## config.mk

```make
export PLATFORM = sky130hd
export DESIGN_NAME = text_terminal_cursor_control
export DESIGN_NICKNAME = d
export VERILOG_FILES = /design/src/rtl/ttc_pkg.sv /design/src/rtl/ttc_seq.sv /design/src/rtl/ttc_datapath.sv /design/src/rtl/text_terminal_cursor_control.sv
export SDC_FILE = /design/constraint.sdc
export NUM_CORES = 1
export LEC_CHECK = 0
export BUFFER_PORTS_ARGS = -buffer_cell sky130_fd_sc_hd__clkbuf_2
export CAP_MARGIN = 20
export CORE_MARGIN = 2
export CORE_UTILIZATION = 40
export DETAILED_ROUTE_END_ITERATION = 6
export HOLD_SLACK_MARGIN = 0.03
export SLEW_MARGIN = 20
export SYNTH_ARGS = -nofsm -noshare
export SYNTH_HDL_FRONTEND = slang
export SYNTH_SLANG_ARGS = --single-unit
```

## constraint.sdc

```tcl
create_clock -name clk_i -period 8.93 [get_ports clk_i]
set_input_delay 0.893 -clock clk_i [delete_from_list [all_inputs] [get_ports clk_i]]
set_output_delay 0.893 -clock clk_i [all_outputs]
set_load 0.02 [all_outputs]
```

## src/rtl/ttc_pkg.sv

```systemverilog
// ----------------------------------------------------------------------------
// Text terminal cursor control package
// Shared constants, micro-word fields and the control and status bundles
// passed between the sequencer and the datapath.
// ----------------------------------------------------------------------------
package ttc_pkg;

  localparam int TAB_STOP_DEFAULT    = 8;
  localparam int WRAP_INDENT_DEFAULT = 13;

  localparam int MAX_RESULTS = 40;
  localparam int CNT_W       = $clog2(MAX_RESULTS + 1);
  localparam int PC_W        = 5;

  localparam logic [7:0] COLUMNS_RESET = 8'd80;
  localparam logic [7:0] ROWS_RESET    = 8'd25;
  localparam logic [7:0] MIN_COLUMNS   = 8'd16;

  localparam logic [7:0] CFG_COLUMNS = 8'd0;
  localparam logic [7:0] CFG_ROWS    = 8'd1;

  localparam logic OP_WRITE       = 1'b0;
  localparam logic OP_MOVE_CURSOR = 1'b1;

  localparam logic CMD_PUT    = 1'b0;
  localparam logic CMD_SCROLL = 1'b1;

  localparam logic [7:0] BYTE_ESC     = 8'h1B;
  localparam logic [7:0] BYTE_END_ESC = 8'h6D;
  localparam logic [7:0] BYTE_LF      = 8'h0A;
  localparam logic [7:0] BYTE_CR      = 8'h0D;
  localparam logic [7:0] BYTE_BS      = 8'h08;
  localparam logic [7:0] BYTE_TAB     = 8'h09;
  localparam logic [7:0] BYTE_NUL     = 8'h00;
  localparam logic [7:0] BYTE_SPACE   = 8'h20;

  typedef logic [PC_W-1:0] pc_t;

  typedef enum logic [1:0] {
    EM_NONE,
    EM_LF,
    EM_SPACE,
    EM_BYTE
  } emit_e;

  typedef enum logic [1:0] {
    CO_KEEP,
    CO_ZERO,
    CO_DEC
  } col_e;

  typedef enum logic [1:0] {
    ES_KEEP,
    ES_SET,
    ES_CLR
  } esc_e;

  typedef enum logic [2:0] {
    CN_KEEP,
    CN_LOAD_IND,
    CN_DEC_IND,
    CN_LOAD_TAB,
    CN_DEC_TAB
  } cnt_e;

  typedef enum logic [3:0] {
    JC_NEVER,
    JC_ALWAYS,
    JC_LF,
    JC_CR,
    JC_NUL,
    JC_BS,
    JC_TAB,
    JC_NOT_FULL,
    JC_IND_ZERO,
    JC_TAB_ZERO
  } cond_e;

  typedef struct packed {
    emit_e emit;
    col_e  col;
    esc_e  esc;
    cnt_e  cnt;
    cond_e cond;
    pc_t   target;
    logic  done;
  } uword_t;

  typedef struct packed {
    logic   active;
    logic   load_byte;
    logic   move_cursor;
    uword_t uw;
  } ctrl_t;

  typedef struct packed {
    logic is_lf;
    logic is_cr;
    logic is_nul;
    logic is_bs;
    logic is_tab;
    logic full;
    logic ind_zero;
    logic tab_zero;
    logic stall;
  } status_t;

endpackage

```

## src/rtl/ttc_seq.sv

```systemverilog
// ----------------------------------------------------------------------------
// Text terminal cursor control sequencer
// Step counter over a read-only control program, with conditional jumps on
// the datapath status and a hold while the datapath stalls.
// ----------------------------------------------------------------------------
module ttc_seq
  import ttc_pkg::*;
(
  input  logic    clk_i,
  input  logic    rst_ni,
  input  logic    in_valid_i,
  input  logic    operation_i,
  input  status_t status_i,
  output logic    in_ready_o,
  output ctrl_t   ctrl_o
);

  localparam pc_t A_IDLE   = 5'd0;
  localparam pc_t A_START  = 5'd1;
  localparam pc_t A_IND    = 5'd4;
  localparam pc_t A_AFTER  = 5'd6;
  localparam pc_t A_CR     = 5'd11;
  localparam pc_t A_BS     = 5'd12;
  localparam pc_t A_TAB    = 5'd13;
  localparam pc_t A_TLOOP  = 5'd14;
  localparam pc_t A_TIND   = 5'd17;
  localparam pc_t A_TPUT   = 5'd19;
  localparam pc_t A_LF     = 5'd20;
  localparam pc_t A_END    = 5'd21;

  function automatic uword_t mk(emit_e em, col_e co, esc_e es, cnt_e cn, cond_e jc,
                                pc_t tgt, logic dn);
    uword_t w;
    w.emit   = em;
    w.col    = co;
    w.esc    = es;
    w.cnt    = cn;
    w.cond   = jc;
    w.target = tgt;
    w.done   = dn;
    return w;
  endfunction

  function automatic uword_t ucode(pc_t a);
    uword_t w;
    w = mk(EM_NONE, CO_KEEP, ES_KEEP, CN_KEEP, JC_NEVER, A_IDLE, 1'b0);
    unique case (a)
      5'd1:  w = mk(EM_NONE,  CO_KEEP, ES_KEEP, CN_KEEP,     JC_LF,       A_LF,    1'b0);
      5'd2:  w = mk(EM_NONE,  CO_KEEP, ES_KEEP, CN_KEEP,     JC_NOT_FULL, A_AFTER, 1'b0);
      5'd3:  w = mk(EM_LF,    CO_KEEP, ES_KEEP, CN_LOAD_IND, JC_NEVER,    A_IDLE,  1'b0);
      5'd4:  w = mk(EM_NONE,  CO_KEEP, ES_KEEP, CN_KEEP,     JC_IND_ZERO, A_AFTER, 1'b0);
      5'd5:  w = mk(EM_SPACE, CO_KEEP, ES_KEEP, CN_DEC_IND,  JC_ALWAYS,   A_IND,   1'b0);
      5'd6:  w = mk(EM_NONE,  CO_KEEP, ES_SET,  CN_KEEP,     JC_CR,       A_CR,    1'b0);
      5'd7:  w = mk(EM_NONE,  CO_KEEP, ES_KEEP, CN_KEEP,     JC_NUL,      A_END,   1'b0);
      5'd8:  w = mk(EM_NONE,  CO_KEEP, ES_KEEP, CN_KEEP,     JC_BS,       A_BS,    1'b0);
      5'd9:  w = mk(EM_NONE,  CO_KEEP, ES_KEEP, CN_KEEP,     JC_TAB,      A_TAB,   1'b0);
      5'd10: w = mk(EM_BYTE,  CO_KEEP, ES_KEEP, CN_KEEP,     JC_ALWAYS,   A_END,   1'b0);
      5'd11: w = mk(EM_NONE,  CO_ZERO, ES_KEEP, CN_KEEP,     JC_ALWAYS,   A_END,   1'b0);
      5'd12: w = mk(EM_NONE,  CO_DEC,  ES_KEEP, CN_KEEP,     JC_ALWAYS,   A_END,   1'b0);
      5'd13: w = mk(EM_NONE,  CO_KEEP, ES_KEEP, CN_LOAD_TAB, JC_NEVER,    A_IDLE,  1'b0);
      5'd14: w = mk(EM_NONE,  CO_KEEP, ES_KEEP, CN_KEEP,     JC_TAB_ZERO, A_END,   1'b0);
      5'd15: w = mk(EM_NONE,  CO_KEEP, ES_KEEP, CN_KEEP,     JC_NOT_FULL, A_TPUT,  1'b0);
      5'd16: w = mk(EM_LF,    CO_KEEP, ES_KEEP, CN_LOAD_IND, JC_NEVER,    A_IDLE,  1'b0);
      5'd17: w = mk(EM_NONE,  CO_KEEP, ES_KEEP, CN_KEEP,     JC_IND_ZERO, A_TPUT,  1'b0);
      5'd18: w = mk(EM_SPACE, CO_KEEP, ES_KEEP, CN_DEC_IND,  JC_ALWAYS,   A_TIND,  1'b0);
      5'd19: w = mk(EM_SPACE, CO_KEEP, ES_KEEP, CN_DEC_TAB,  JC_ALWAYS,   A_TLOOP, 1'b0);
      5'd20: w = mk(EM_LF,    CO_KEEP, ES_KEEP, CN_KEEP,     JC_ALWAYS,   A_END,   1'b0);
      5'd21: w = mk(EM_NONE,  CO_KEEP, ES_CLR,  CN_KEEP,     JC_NEVER,    A_IDLE,  1'b1);
      default: w = mk(EM_NONE, CO_KEEP, ES_KEEP, CN_KEEP, JC_NEVER, A_IDLE, 1'b0);
    endcase
    return w;
  endfunction

  pc_t    pc_q, pc_d;
  uword_t uw;
  logic   active;
  logic   accept;
  logic   taken;

  assign uw         = ucode(pc_q);
  assign active     = (pc_q != A_IDLE);
  assign in_ready_o = !active;
  assign accept     = in_valid_i && !active;

  always_comb begin
    unique case (uw.cond)
      JC_NEVER:    taken = 1'b0;
      JC_ALWAYS:   taken = 1'b1;
      JC_LF:       taken = status_i.is_lf;
      JC_CR:       taken = status_i.is_cr;
      JC_NUL:      taken = status_i.is_nul;
      JC_BS:       taken = status_i.is_bs;
      JC_TAB:      taken = status_i.is_tab;
      JC_NOT_FULL: taken = !status_i.full;
      JC_IND_ZERO: taken = status_i.ind_zero;
      JC_TAB_ZERO: taken = status_i.tab_zero;
      default:     taken = 1'b0;
    endcase
  end

  always_comb begin
    pc_d = pc_q;
    if (!active) begin
      if (accept && operation_i == OP_WRITE) begin
        pc_d = A_START;
      end
    end else if (!status_i.stall) begin
      priority if (uw.done) begin
        pc_d = A_IDLE;
      end else if (taken) begin
        pc_d = uw.target;
      end else begin
        pc_d = pc_q + PC_W'(1);
      end
    end
  end

  always_ff @(posedge clk_i or negedge rst_ni) begin
    if (!rst_ni) begin
      pc_q <= A_IDLE;
    end else begin
      pc_q <= pc_d;
    end
  end

  assign ctrl_o.active      = active;
  assign ctrl_o.load_byte   = accept && operation_i == OP_WRITE;
  assign ctrl_o.move_cursor = accept && operation_i == OP_MOVE_CURSOR;
  assign ctrl_o.uw          = uw;

endmodule

```

## src/rtl/ttc_datapath.sv

```systemverilog
// ----------------------------------------------------------------------------
// Text terminal cursor control datapath
// Cursor, escape and configuration registers, padding counters, a pending
// command register that learns its final flag, and the output register.
// ----------------------------------------------------------------------------
module ttc_datapath
  import ttc_pkg::*;
#(
  parameter int TAB_STOP    = TAB_STOP_DEFAULT,
  parameter int WRAP_INDENT = WRAP_INDENT_DEFAULT
) (
  input  logic       clk_i,
  input  logic       rst_ni,
  input  ctrl_t      ctrl_i,
  output status_t    status_o,
  input  logic [7:0] byte_in_i,
  input  logic [7:0] new_column_i,
  input  logic [7:0] new_row_i,
  input  logic       cfg_valid_i,
  input  logic [7:0] cfg_index_i,
  input  logic [7:0] cfg_data_i,
  output logic       out_valid_o,
  input  logic       out_ready_i,
  output logic       command_o,
  output logic [7:0] column_o,
  output logic [7:0] row_o,
  output logic [7:0] glyph_o,
  output logic       last_o
);

  localparam int IND_W = (WRAP_INDENT > 0) ? $clog2(WRAP_INDENT + 1) : 1;
  localparam int TAB_W = $clog2(TAB_STOP + 1);

  function automatic logic [256*TAB_W-1:0] tab_pad_table();
    logic [256*TAB_W-1:0] t;
    t = '0;
    for (int i = 0; i < 256; i++) begin
      t[i*TAB_W +: TAB_W] = TAB_W'(TAB_STOP - (i % TAB_STOP));
    end
    return t;
  endfunction

  localparam logic [256*TAB_W-1:0] TAB_PAD = tab_pad_table();

  logic [7:0]       columns_q, rows_q;
  logic [7:0]       col_q, row_q, byte_q;
  logic             esc_q;
  logic [IND_W-1:0] ind_q;
  logic [TAB_W-1:0] tab_q;
  logic [CNT_W-1:0] cnt_q;

  logic       pend_valid_q;
  logic       pend_cmd_q;
  logic [7:0] pend_col_q, pend_row_q, pend_glyph_q;

  logic       out_valid_q, out_cmd_q, out_last_q;
  logic [7:0] out_col_q, out_row_q, out_glyph_q;

  logic [7:0] eff_cols, eff_rows;
  logic       full, lf_scroll, em_req, will_emit, out_free, stall, go;
  logic       new_cmd;
  logic [7:0] new_col, new_row, new_glyph;
  uword_t     uw;

  assign uw        = ctrl_i.uw;
  assign eff_cols  = (columns_q < MIN_COLUMNS) ? MIN_COLUMNS : columns_q;
  assign eff_rows  = (rows_q == 8'd0) ? 8'd1 : rows_q;
  assign full      = (col_q >= eff_cols);
  assign lf_scroll = ({1'b0, row_q} + 9'd1) >= {1'b0, eff_rows};

  always_comb begin
    em_req    = 1'b0;
    new_cmd   = CMD_PUT;
    new_col   = col_q;
    new_row   = row_q;
    new_glyph = 8'd0;
    unique case (uw.emit)
      EM_NONE: begin
        em_req = 1'b0;
      end
      EM_LF: begin
        em_req  = lf_scroll;
        new_cmd = CMD_SCROLL;
        new_col = 8'd0;
        new_row = 8'd0;
      end
      EM_SPACE: begin
        em_req    = 1'b1;
        new_glyph = BYTE_SPACE;
      end
      EM_BYTE: begin
        em_req    = 1'b1;
        new_glyph = byte_q;
      end
    endcase
  end

  assign will_emit = ctrl_i.active && em_req && (cnt_q < CNT_W'(MAX_RESULTS));
  assign out_free  = !out_valid_q || out_ready_i;
  assign stall     = ctrl_i.active && (will_emit || uw.done) && pend_valid_q && !out_free;
  assign go        = ctrl_i.active && !stall;

  always_ff @(posedge clk_i or negedge rst_ni) begin
    if (!rst_ni) begin
      columns_q <= COLUMNS_RESET;
      rows_q    <= ROWS_RESET;
    end else if (cfg_valid_i) begin
      if (cfg_index_i == CFG_COLUMNS) begin
        columns_q <= cfg_data_i;
      end else if (cfg_index_i == CFG_ROWS) begin
        rows_q <= cfg_data_i;
      end
    end
  end

  always_ff @(posedge clk_i or negedge rst_ni) begin
    if (!rst_ni) begin
      col_q <= 8'd0;
      row_q <= 8'd0;
      esc_q <= 1'b0;
    end else if (ctrl_i.move_cursor) begin
      col_q <= new_column_i;
      row_q <= new_row_i;
    end else if (go) begin
      unique case (uw.emit)
        EM_LF: begin
          row_q <= lf_scroll ? (eff_rows - 8'd1) : (row_q + 8'd1);
          col_q <= 8'd0;
        end
        EM_SPACE, EM_BYTE: begin
          if (!esc_q && col_q != 8'd255) begin
            col_q <= col_q + 8'd1;
          end
        end
        default: begin
        end
      endcase
      unique case (uw.col)
        CO_ZERO: col_q <= 8'd0;
        CO_DEC: begin
          if (col_q != 8'd0) begin
            col_q <= col_q - 8'd1;
          end
        end
        default: begin
        end
      endcase
      unique case (uw.esc)
        ES_SET: begin
          if (byte_q == BYTE_ESC) begin
            esc_q <= 1'b1;
          end
        end
        ES_CLR: begin
          if (byte_q == BYTE_END_ESC) begin
            esc_q <= 1'b0;
          end
        end
        default: begin
        end
      endcase
    end
  end

  always_ff @(posedge clk_i) begin
    if (ctrl_i.load_byte) begin
      byte_q <= byte_in_i;
    end
    if (go) begin
      unique case (uw.cnt)
        CN_LOAD_IND: ind_q <= IND_W'(WRAP_INDENT);
        CN_DEC_IND:  ind_q <= ind_q - IND_W'(1);
        CN_LOAD_TAB: tab_q <= TAB_PAD[int'(col_q)*TAB_W +: TAB_W];
        CN_DEC_TAB:  tab_q <= tab_q - TAB_W'(1);
        default: begin
        end
      endcase
    end
  end

  always_ff @(posedge clk_i or negedge rst_ni) begin
    if (!rst_ni) begin
      cnt_q        <= '0;
      pend_valid_q <= 1'b0;
      out_valid_q  <= 1'b0;
    end else begin
      if (ctrl_i.load_byte) begin
        cnt_q <= '0;
      end else if (go && will_emit) begin
        cnt_q <= cnt_q + CNT_W'(1);
      end
      if (go && will_emit) begin
        pend_valid_q <= 1'b1;
      end else if (go && uw.done) begin
        pend_valid_q <= 1'b0;
      end
      if (go && pend_valid_q && (will_emit || uw.done)) begin
        out_valid_q <= 1'b1;
      end else if (out_ready_i) begin
        out_valid_q <= 1'b0;
      end
    end
  end

  always_ff @(posedge clk_i) begin
    if (go && will_emit) begin
      pend_cmd_q   <= new_cmd;
      pend_col_q   <= new_col;
      pend_row_q   <= new_row;
      pend_glyph_q <= new_glyph;
    end
    if (go && pend_valid_q && (will_emit || uw.done)) begin
      out_cmd_q   <= pend_cmd_q;
      out_col_q   <= pend_col_q;
      out_row_q   <= pend_row_q;
      out_glyph_q <= pend_glyph_q;
      out_last_q  <= uw.done;
    end
  end

  assign status_o.is_lf    = (byte_q == BYTE_LF);
  assign status_o.is_cr    = (byte_q == BYTE_CR);
  assign status_o.is_nul   = (byte_q == BYTE_NUL);
  assign status_o.is_bs    = (byte_q == BYTE_BS);
  assign status_o.is_tab   = (byte_q == BYTE_TAB);
  assign status_o.full     = full;
  assign status_o.ind_zero = (ind_q == '0);
  assign status_o.tab_zero = (tab_q == '0);
  assign status_o.stall    = stall;

  assign out_valid_o = out_valid_q;
  assign command_o   = out_cmd_q;
  assign column_o    = out_col_q;
  assign row_o       = out_row_q;
  assign glyph_o     = out_glyph_q;
  assign last_o      = out_last_q;

endmodule

```

## src/rtl/text_terminal_cursor_control.sv

```systemverilog
// ----------------------------------------------------------------------------
// Text terminal cursor control
// Turns console bytes and cursor moves into put-glyph and scroll commands,
// driven by a small control program over the cursor datapath.
// ----------------------------------------------------------------------------
//  Channel  Direction  Handshake                 Payload
//  in       input      in_valid_i / in_ready_o   operation, byte_in, new_column, new_row
//  out      output     out_valid_o / out_ready_i command, column, row, glyph, last
//  cfg      input      cfg_valid_i / cfg_ready_o cfg_index_i, cfg_data_i
//
//  A cursor move loads the cursor registers and does not start the program. A
//  byte runs the control program, one control word per cycle unless a stall
//  holds it, and the next request waits until the program is done; a tab pads
//  with spaces, and each wrap adds a line feed and WRAP_INDENT indent spaces.
//  Each command waits in a pending register until the next is made, so a
//  full output register stalls the program. Reset needs no clearing pass.
// ----------------------------------------------------------------------------
module text_terminal_cursor_control
  import ttc_pkg::*;
#(
  parameter int TAB_STOP    = TAB_STOP_DEFAULT,
  parameter int WRAP_INDENT = WRAP_INDENT_DEFAULT
) (
  input  logic       clk_i,
  input  logic       rst_ni,
  input  logic       in_valid_i,
  output logic       in_ready_o,
  input  logic       operation_i,
  input  logic [7:0] byte_in_i,
  input  logic [7:0] new_column_i,
  input  logic [7:0] new_row_i,
  output logic       out_valid_o,
  input  logic       out_ready_i,
  output logic       command_o,
  output logic [7:0] column_o,
  output logic [7:0] row_o,
  output logic [7:0] glyph_o,
  output logic       last_o,
  input  logic       cfg_valid_i,
  output logic       cfg_ready_o,
  input  logic [7:0] cfg_index_i,
  input  logic [7:0] cfg_data_i
);

  ctrl_t   ctrl;
  status_t status;

  assign cfg_ready_o = 1'b1;

  ttc_seq u_seq (
    .clk_i       (clk_i),
    .rst_ni      (rst_ni),
    .in_valid_i  (in_valid_i),
    .operation_i (operation_i),
    .status_i    (status),
    .in_ready_o  (in_ready_o),
    .ctrl_o      (ctrl)
  );

  ttc_datapath #(
    .TAB_STOP    (TAB_STOP),
    .WRAP_INDENT (WRAP_INDENT)
  ) u_datapath (
    .clk_i        (clk_i),
    .rst_ni       (rst_ni),
    .ctrl_i       (ctrl),
    .status_o     (status),
    .byte_in_i    (byte_in_i),
    .new_column_i (new_column_i),
    .new_row_i    (new_row_i),
    .cfg_valid_i  (cfg_valid_i),
    .cfg_index_i  (cfg_index_i),
    .cfg_data_i   (cfg_data_i),
    .out_valid_o  (out_valid_o),
    .out_ready_i  (out_ready_i),
    .command_o    (command_o),
    .column_o     (column_o),
    .row_o        (row_o),
    .glyph_o      (glyph_o),
    .last_o       (last_o)
  );

  a_idle_no_stall : assert property (@(posedge clk_i) disable iff (!rst_ni)
    !ctrl.active |-> !status.stall)
    else $error("stall raised while the sequencer is idle");

  a_move_stays_ready : assert property (@(posedge clk_i) disable iff (!rst_ni)
    (in_valid_i && in_ready_o && operation_i == OP_MOVE_CURSOR) |=> in_ready_o)
    else $error("cursor move request did not complete in one cycle");

  a_write_starts : assert property (@(posedge clk_i) disable iff (!rst_ni)
    (in_valid_i && in_ready_o && operation_i == OP_WRITE) |=> !in_ready_o)
    else $error("byte request did not start the program");

  a_scroll_clean : assert property (@(posedge clk_i) disable iff (!rst_ni)
    (out_valid_o && command_o == CMD_SCROLL) |->
      (column_o == 8'd0 && row_o == 8'd0 && glyph_o == 8'd0))
    else $error("scroll command carries a non-zero position or glyph");

endmodule

```

==> results of run 1 <==
## registers in the layout (all words and copies together) (netlist names)
signal	cells
u_datapath.byte_q	8
u_datapath.col_q	8
u_datapath.column_o	8
u_datapath.columns_q	8
u_datapath.glyph_o	8
u_datapath.pend_col_q	8
u_datapath.pend_glyph_q	8
u_datapath.pend_row_q	8
u_datapath.row_o	8
u_datapath.row_q	8
u_datapath.rows_q	8
u_datapath.cnt_q	6
u_seq.pc_q	5
u_datapath.ind_q	4
u_datapath.tab_q	4
u_datapath.command_o	1
u_datapath.esc_q	1
u_datapath.last_o	1
u_datapath.out_valid_o	1
u_datapath.pend_cmd_q	1
u_datapath.pend_valid_q	1
## worst register-to-register path: cells and delay by family, from the launching register on
kind / cells / cell delay, ps
AOI/OAI and AO/OA: 6 / 1880
adders and majority gates: 1 / 330
buffers and inverters: 1 / 330
DFF: 1 / 430
and+or+nand+nor: 5 / 1720
## path summary, 6_finish.rpt
check | to | cells after the start
max | u_datapath.glyph_o[3] | 13
min | u_datapath.command_o | 0
max reg2reg | u_datapath.glyph_o[3] | 13
min reg2reg | u_datapath.command_o | 0
max in group asynchronous | u_datapath.col_q[0] | 2
min in group asynchronous | u_datapath.row_q[4] | 2
## Yosys cell counts, drive strengths merged, types with 6 or more instances
cell type / count
o31ai: 8
nand2: 64
clkbuf: 12
a21o: 7
edfxtp: 67
mux2: 18
o211ai: 7
o21ai: 30
and3: 12
nor2: 54
a211oi: 6
and2: 15
or3: 6
dfrtp: 41
or4: 9
buf: 11
nor4: 6
a21oi: 28
inv: 35
nand4: 7
nand3: 24
nor3: 16
a31oi: 13
xnor2: 15
mux2i: 8
nand2b: 12
ha: 34
## layout make-up
class / count / area [sq um]
fill: 1518 / 8252
clock buffer: 18 / 429.2
inverter: 36 / 135.1
sequential: 113 / 3169
tap: 216 / 270.3
timing repair buffer: 77 / 395.4
multi-input combinational: 471 / 3186
clock inverter: 14 / 163.9
## cells by family (layout without fill, tap and decap cells)
kind of cell	Yosys count	count (layout)
fa+ha+maj	34	34
other cells	1	1
compound gates	144	144
mux	26	26
xor+xnor	20	20
flops	113	113
buf+inv	59	145
simple gates	246	246
## power groups by stage
stage	sequential, uW	clock, uW	combinational (uW)
after floorplan	990	0	946
after global placement	989	0	1260
after detailed placement	994	0	1270
after CTS	987	689	1280
after global routing	1020	711	1440
final	989	677	1280
## layer usage
metal / share of wire / global-route usage / up-vias
met2: 0.45 / 0.2876 / 186
met1: 0.48 / 0.2752 / 2481
met4: 0.014 / 0.06870 / 0
met5: 0 / 0 / -
li1: - / - / 2548
met3: 0.053 / 0.04330 / 17
## through the flow
stage | util | total power, uW | hold WS, ps | instances
after floorplan | - | 1935 | 400.3 | 643
after global placement | 0.4472 | 2245 | 402.3 | 913
after detailed placement | 0.4472 | 2267 | 405.2 | 913
after CTS | 0.4843 | 2957 | 418.1 | 945
after global routing | 0.4843 | 3165 | 423.4 | 945
final | 0.4843 | 2946 | 416.8 | 945
==> results.yml, run 1 <==
power_and_ir_drop:
  power_switching_share: 0.4058
  internal_power_uw: 1751
  irDropWorstVdd_uv: 136.5
  power_frac_comb: 0.435
  seqPwrFrac: 0.336
  power_density_nw_per_um2: 380.2
  switching_power_uw: 1195
  leakage_uw: 0.003211
  clkPwrFrac: 0.230
cells_and_area:
  fin_area_sq_um: 7749
  final_common_cell: "clkbuf_2"
  syn2layout_area_growth_pct: 17.23
  drive_above_1_share: 0.2044
  num_antenna_cells: 0
  nets: 796
  layout_common_cells: "clkbuf_2 (73), edfxtp_1 (67), nand2_1 (63)"
synthesis:
  synth_nets: 723
  synth-edff-count: 67
  synth.area.mux_share: 0.04335
  synth_xor_area_frac: 0.02650
  synth_compound_area_frac: 0.1552
  yosysWarningCount: 0
  synth_cells: 643
  synthFlopType: "edfxtp_1"
  synthesis.area_per_instance_sq_um: 10.28
  async_reset_ff_frac: 0.4071
  ys_ff_latch: 113
  synth_fa_ha_area_frac: 0.06436
  synth_area_leader_cell: "edfxtp_1"
  synthSimpleGateAreaFrac: 0.1904
  synth_top_area_frac: 0.3044
  yosysSeqAreaShare: 0.4795
  netlist_top_cells_area: "edfxtp_1 (30%), dfrtp_1 (16%), ha_1 (6.4%)"
  synth_cell_types: 78
  syn_area_sq_um: 6610
  synth_top_family_by_area: "simple AND/OR/NAND/NOR gates"
setup_path:
  cp-start-kind: "register"
  worst-setup-path-type: "reg2reg"
  end_kind: "register"
  reg2reg_from: "u_datapath.rows_q[2]"
  crit_required_ps: 9010
  cp_cell_sequence: "or3_1 > or4_1 > o21bai_1 > ha_1 > nand2b_1 > a21o_1 > a2111oi_1 > o21a_1 > a21oi_1 > nor3_2 > o21ai_0 > nor2_2 > buf_4"
  path_buf_inv: 1
  cp_top_family: "compound AO/OA/AOI/OAI gates"
  slowest_delay_ps: 630
  crit_fanout: 26
  worst_ep_arrival_time_ps: 5120
  worstSetupStartpoint: "u_datapath.rows_q[2]"
  crit_path_top_delay_cell: "nor3_2"
  ff2ff_setup_slack_ps: 3890
global_route:
  grt_pass1_vias: 5044
  antenna_found_initial: 0
  gr-total-overflow: 0
  grt_use_total: 0.1926
  grt_max_degree: 47
  grt_first_pass_wirelength_um: 26520
min_path:
  hp-class: "reg2reg"
  hp-start: "u_datapath.pend_cmd_q"
detailed_routing:
  firstDrtPassIters: 4
  wl_per_cell_um: 16.93
  drtIter0Drc: 415
  finalWirelength_um: 16000
  num_vias: 5232
  drc: 0
  viasPerCell: 5.537
  detail-route-antenna-nets: 0
cts:
  holdBufCountCts: 0
  clk_pin_slew_worst_paths_ps: 50
  clockBufferDepth: 2
  insertion_delay_ps: 420
  post_cts_resized: 0
  post_cts_buffers: 0
  cts_tree: "yes"
  cts_sinks: 113
  root_buffer: "clkbuf_16"
  numCtsBuffers: 17
  cts_max_level: 4
sta:
  finalWorstSetupSlack_ps: 3892
  skew_ps: 10.02
  worst_pin_slew_ps: 906.9
  grt_setup_unrepaired: "false"
  slew_viol_final: 0
  slew_headroom: 0.3954
  tns_ps: 0
  hold_viol: 0
  period_minus_slack_ps: 5038
  setup_viol: 0
  fin_crit_sh: 0.5641
  timing.fmax_mhz: 198.5
die:
  die_h_um: 132.6
  start_util: 0.4131
  pin_count: 75
  dieArea_sq_um: 17570
  fp.dieW_um: 132.6
  row_count: 46
  core_sq_um: 16000
run:
  drv_cap: 0
place:
  place.gp.congestion: 0.8606
  port_buffers: 73
  dpl.hpwl_um: 11820
  post-place-ws_ps: 3951
  dpl_cell_area_sq_um: 7156
run_status:
  outcome: "completed"
No activity file was read; power rests on OpenSTA's default activity.
==> run 2: changes to the inputs <==
ABC_AREA = 1   (was default)
clock period = 4.34 ns   (was 8.93 ns; I/O delays follow)
==> results.yml, run 2 <==
setup_path:
  end_kind: "register"
  cp-start-kind: "register"
  worst-setup-path-type: "reg2reg"
  worst_ep_arrival_time_ps: 3550
  crit_required_ps: 4400
  crit_fanout: 16
cts:
  post_cts_resized: 0
  cts_max_level: 4
  root_buffer: "clkbuf_16"
  cts_tree: "yes"
  insertion_delay_ps: 420
  cts_sinks: 113
  clockBufferDepth: 2
  numCtsBuffers: 17
  post_cts_buffers: 0
  clk_pin_slew_worst_paths_ps: 50
  holdBufCountCts: 0
place:
  dpl.hpwl_um: 11830
  place.gp.congestion: 0.9046
  port_buffers: 73
cells_and_area:
  nets: 971
  syn2layout_area_growth_pct: 17.71
  drive_above_1_share: 0.1869
  final_common_cell: "nand2_1"
  layout_common_cells: "nand2_1 (202), inv_1 (105), clkbuf_2 (73)"
  num_antenna_cells: 0
detailed_routing:
  wl_per_cell_um: 13.94
  num_vias: 5517
  detail-route-antenna-nets: 0
  drtIter0Drc: 540
  drc: 0
  viasPerCell: 4.908
  firstDrtPassIters: 4
  finalWirelength_um: 15670
min_path:
  hp-class: "in2async"
die:
  die_h_um: 134.8
  row_count: 47
  core_sq_um: 16640
  pin_count: 75
  dieArea_sq_um: 18180
  fp.dieW_um: 134.8
  start_util: 0.4115
sta:
  setup_viol: 0
  slew_viol_final: 0
  fin_crit_sh: 0.8055
  slew_headroom: 0.5902
  hold_viol: 0
  worst_pin_slew_ps: 614.7
  skew_ps: 10.41
  tns_ps: 0
  timing.fmax_mhz: 286.0
  period_minus_slack_ps: 3496
  grt_setup_unrepaired: "false"
synthesis:
  async_reset_ff_frac: 0.4071
  synth_most_common_cell: "nand2_1"
  synth_cell_types: 51
  yosysSeqAreaShare: 0.4628
  syn_area_sq_um: 6848
  synthFlopType: "edfxtp_1"
  synth_area_leader_cell: "edfxtp_1"
  yosysWarningCount: 0
  synth_common_cells: "nand2_1 (202), inv_1 (105), edfxtp_1 (67)"
  synthesis.area_per_instance_sq_um: 8.454
  synth_cells: 810
  ys_ff_latch: 113
  synth_nets: 890
  synth_top_area_frac: 0.2938
  synth-edff-count: 67
  netlist_top_cells_area: "edfxtp_1 (29%), dfrtp_1 (15%), nand2_1 (11%)"
global_route:
  grt_pass1_vias: 5154
  grt_max_degree: 47
  grt_use_total: 0.1821
  antenna_found_initial: 0
  gr-total-overflow: 0
  grt_first_pass_wirelength_um: 25720
run:
  drv_cap: 0
power_and_ir_drop:
  leakage_uw: 0.003727
  power_density_nw_per_um2: 842.8
  power_uw: 6793
  irDropWorstVdd_uv: 383.2
run_status:
  outcome: "completed"
-- run 2: changes by cell type in the layout (fill, tap and decap cells not counted), moves of 9 or more --
cell      delta
o21ai_1     +11
and2_1      -15
nand2b_1    -12
and3_1      -12
nand3_1     +17
nand2_2      +9
nand2_1    +139
xor2_1      +11
a31oi_1     -11
inv_1       +70
mux2_2      -17
o21ai_0     +33
-- run 2: power breakdown --
group          leakage, uW  switching [uW]  total [uW]  internal [uW]
combinational      0.00221            2160        3160           1000
clock             0.000302             502        1520           1010
sequential         0.00121             313        2110           1800
total              0.00373            2980        6790           3820
-- run 2: final timing paths --
path                            slack [ps]                  startpoint  cells after the start                    end
worst max-delay path                   840         u_datapath.row_q[0]                     17    u_datapath.ind_q[1]
worst min-delay path                   100                      rst_ni                      2    u_datapath.row_q[4]
worst max register to register         840         u_datapath.row_q[0]                     17    u_datapath.ind_q[1]
worst min register to register         420  u_datapath.pend_glyph_q[6]                      0  u_datapath.glyph_o[6]
max in group asynchronous             3810                      rst_ni                      2          u_seq.pc_q[2]
min in group clk_i                     190                byte_in_i[6]                      1   u_datapath.byte_q[6]
-- run 2: cells by family after synthesis --
kind of cell             count (synthesis)  share of synthesized area
other                                    1                  0.0005476
buffers and inverters                  133                    0.08003
adder cells (fa/ha/maj)                 34                    0.06212
AND/OR/NAND/NOR                        378                     0.2591
AO/OA/AOI/OAI                          128                     0.1060
XOR/XNOR                                23                    0.02942
flip-flops                             113                     0.4628
-- run 2: layout make-up --
type	count	area [sq um]
fillers	1558	8582
flip-flops and latches	113	3169
multi-input cells	564	3131
inverters	117	441.7
clock buffers	18	429.2
repair buffers	78	402.9
well taps	220	275.3
clock inverters	14	211.5
-- run 2: per-stage QoR --
step	worst slack, ps	cells	cell area [sq um]	hold slack (ps)	util
2_1_floorplan	1166	810	6848	138.4	-
3_3_place_gp	1007	1092	7420	401.4	0.4458
3_5_place_dp	892.7	1092	7420	405.4	0.4458
4_1_cts	870.9	1124	8060	131.5	0.4843
5_1_grt	597.1	1124	8060	151.6	0.4843
6_report	844.0	1124	8060	98.85	0.4843
-- run 2: worst max-delay path, cell delays in order, from the launching register on --
cell     delay (ps)
dfrtp_1         470
ha_1            240
nand2_2          80
nor2_2          160
xor2_1          230
ha_1            290
a21o_1          190
nor2_1          100
nor2_1           80
nor2_4          130
nand3_4         150
nand2_1         120
nand2_1          70
nand2_2          90
nand2_4          70
nand2_8         100
nand2_8          90
nor3_1          470
-- run 2: layer usage --
metal,track usage,vias up,part of all wire
met5,0,-,0
met4,0.06316,0,0.015
met3,0.04054,21,0.052
met2,0.2786,166,0.45
met1,0.2554,2490,0.48
li1,-,2840,-
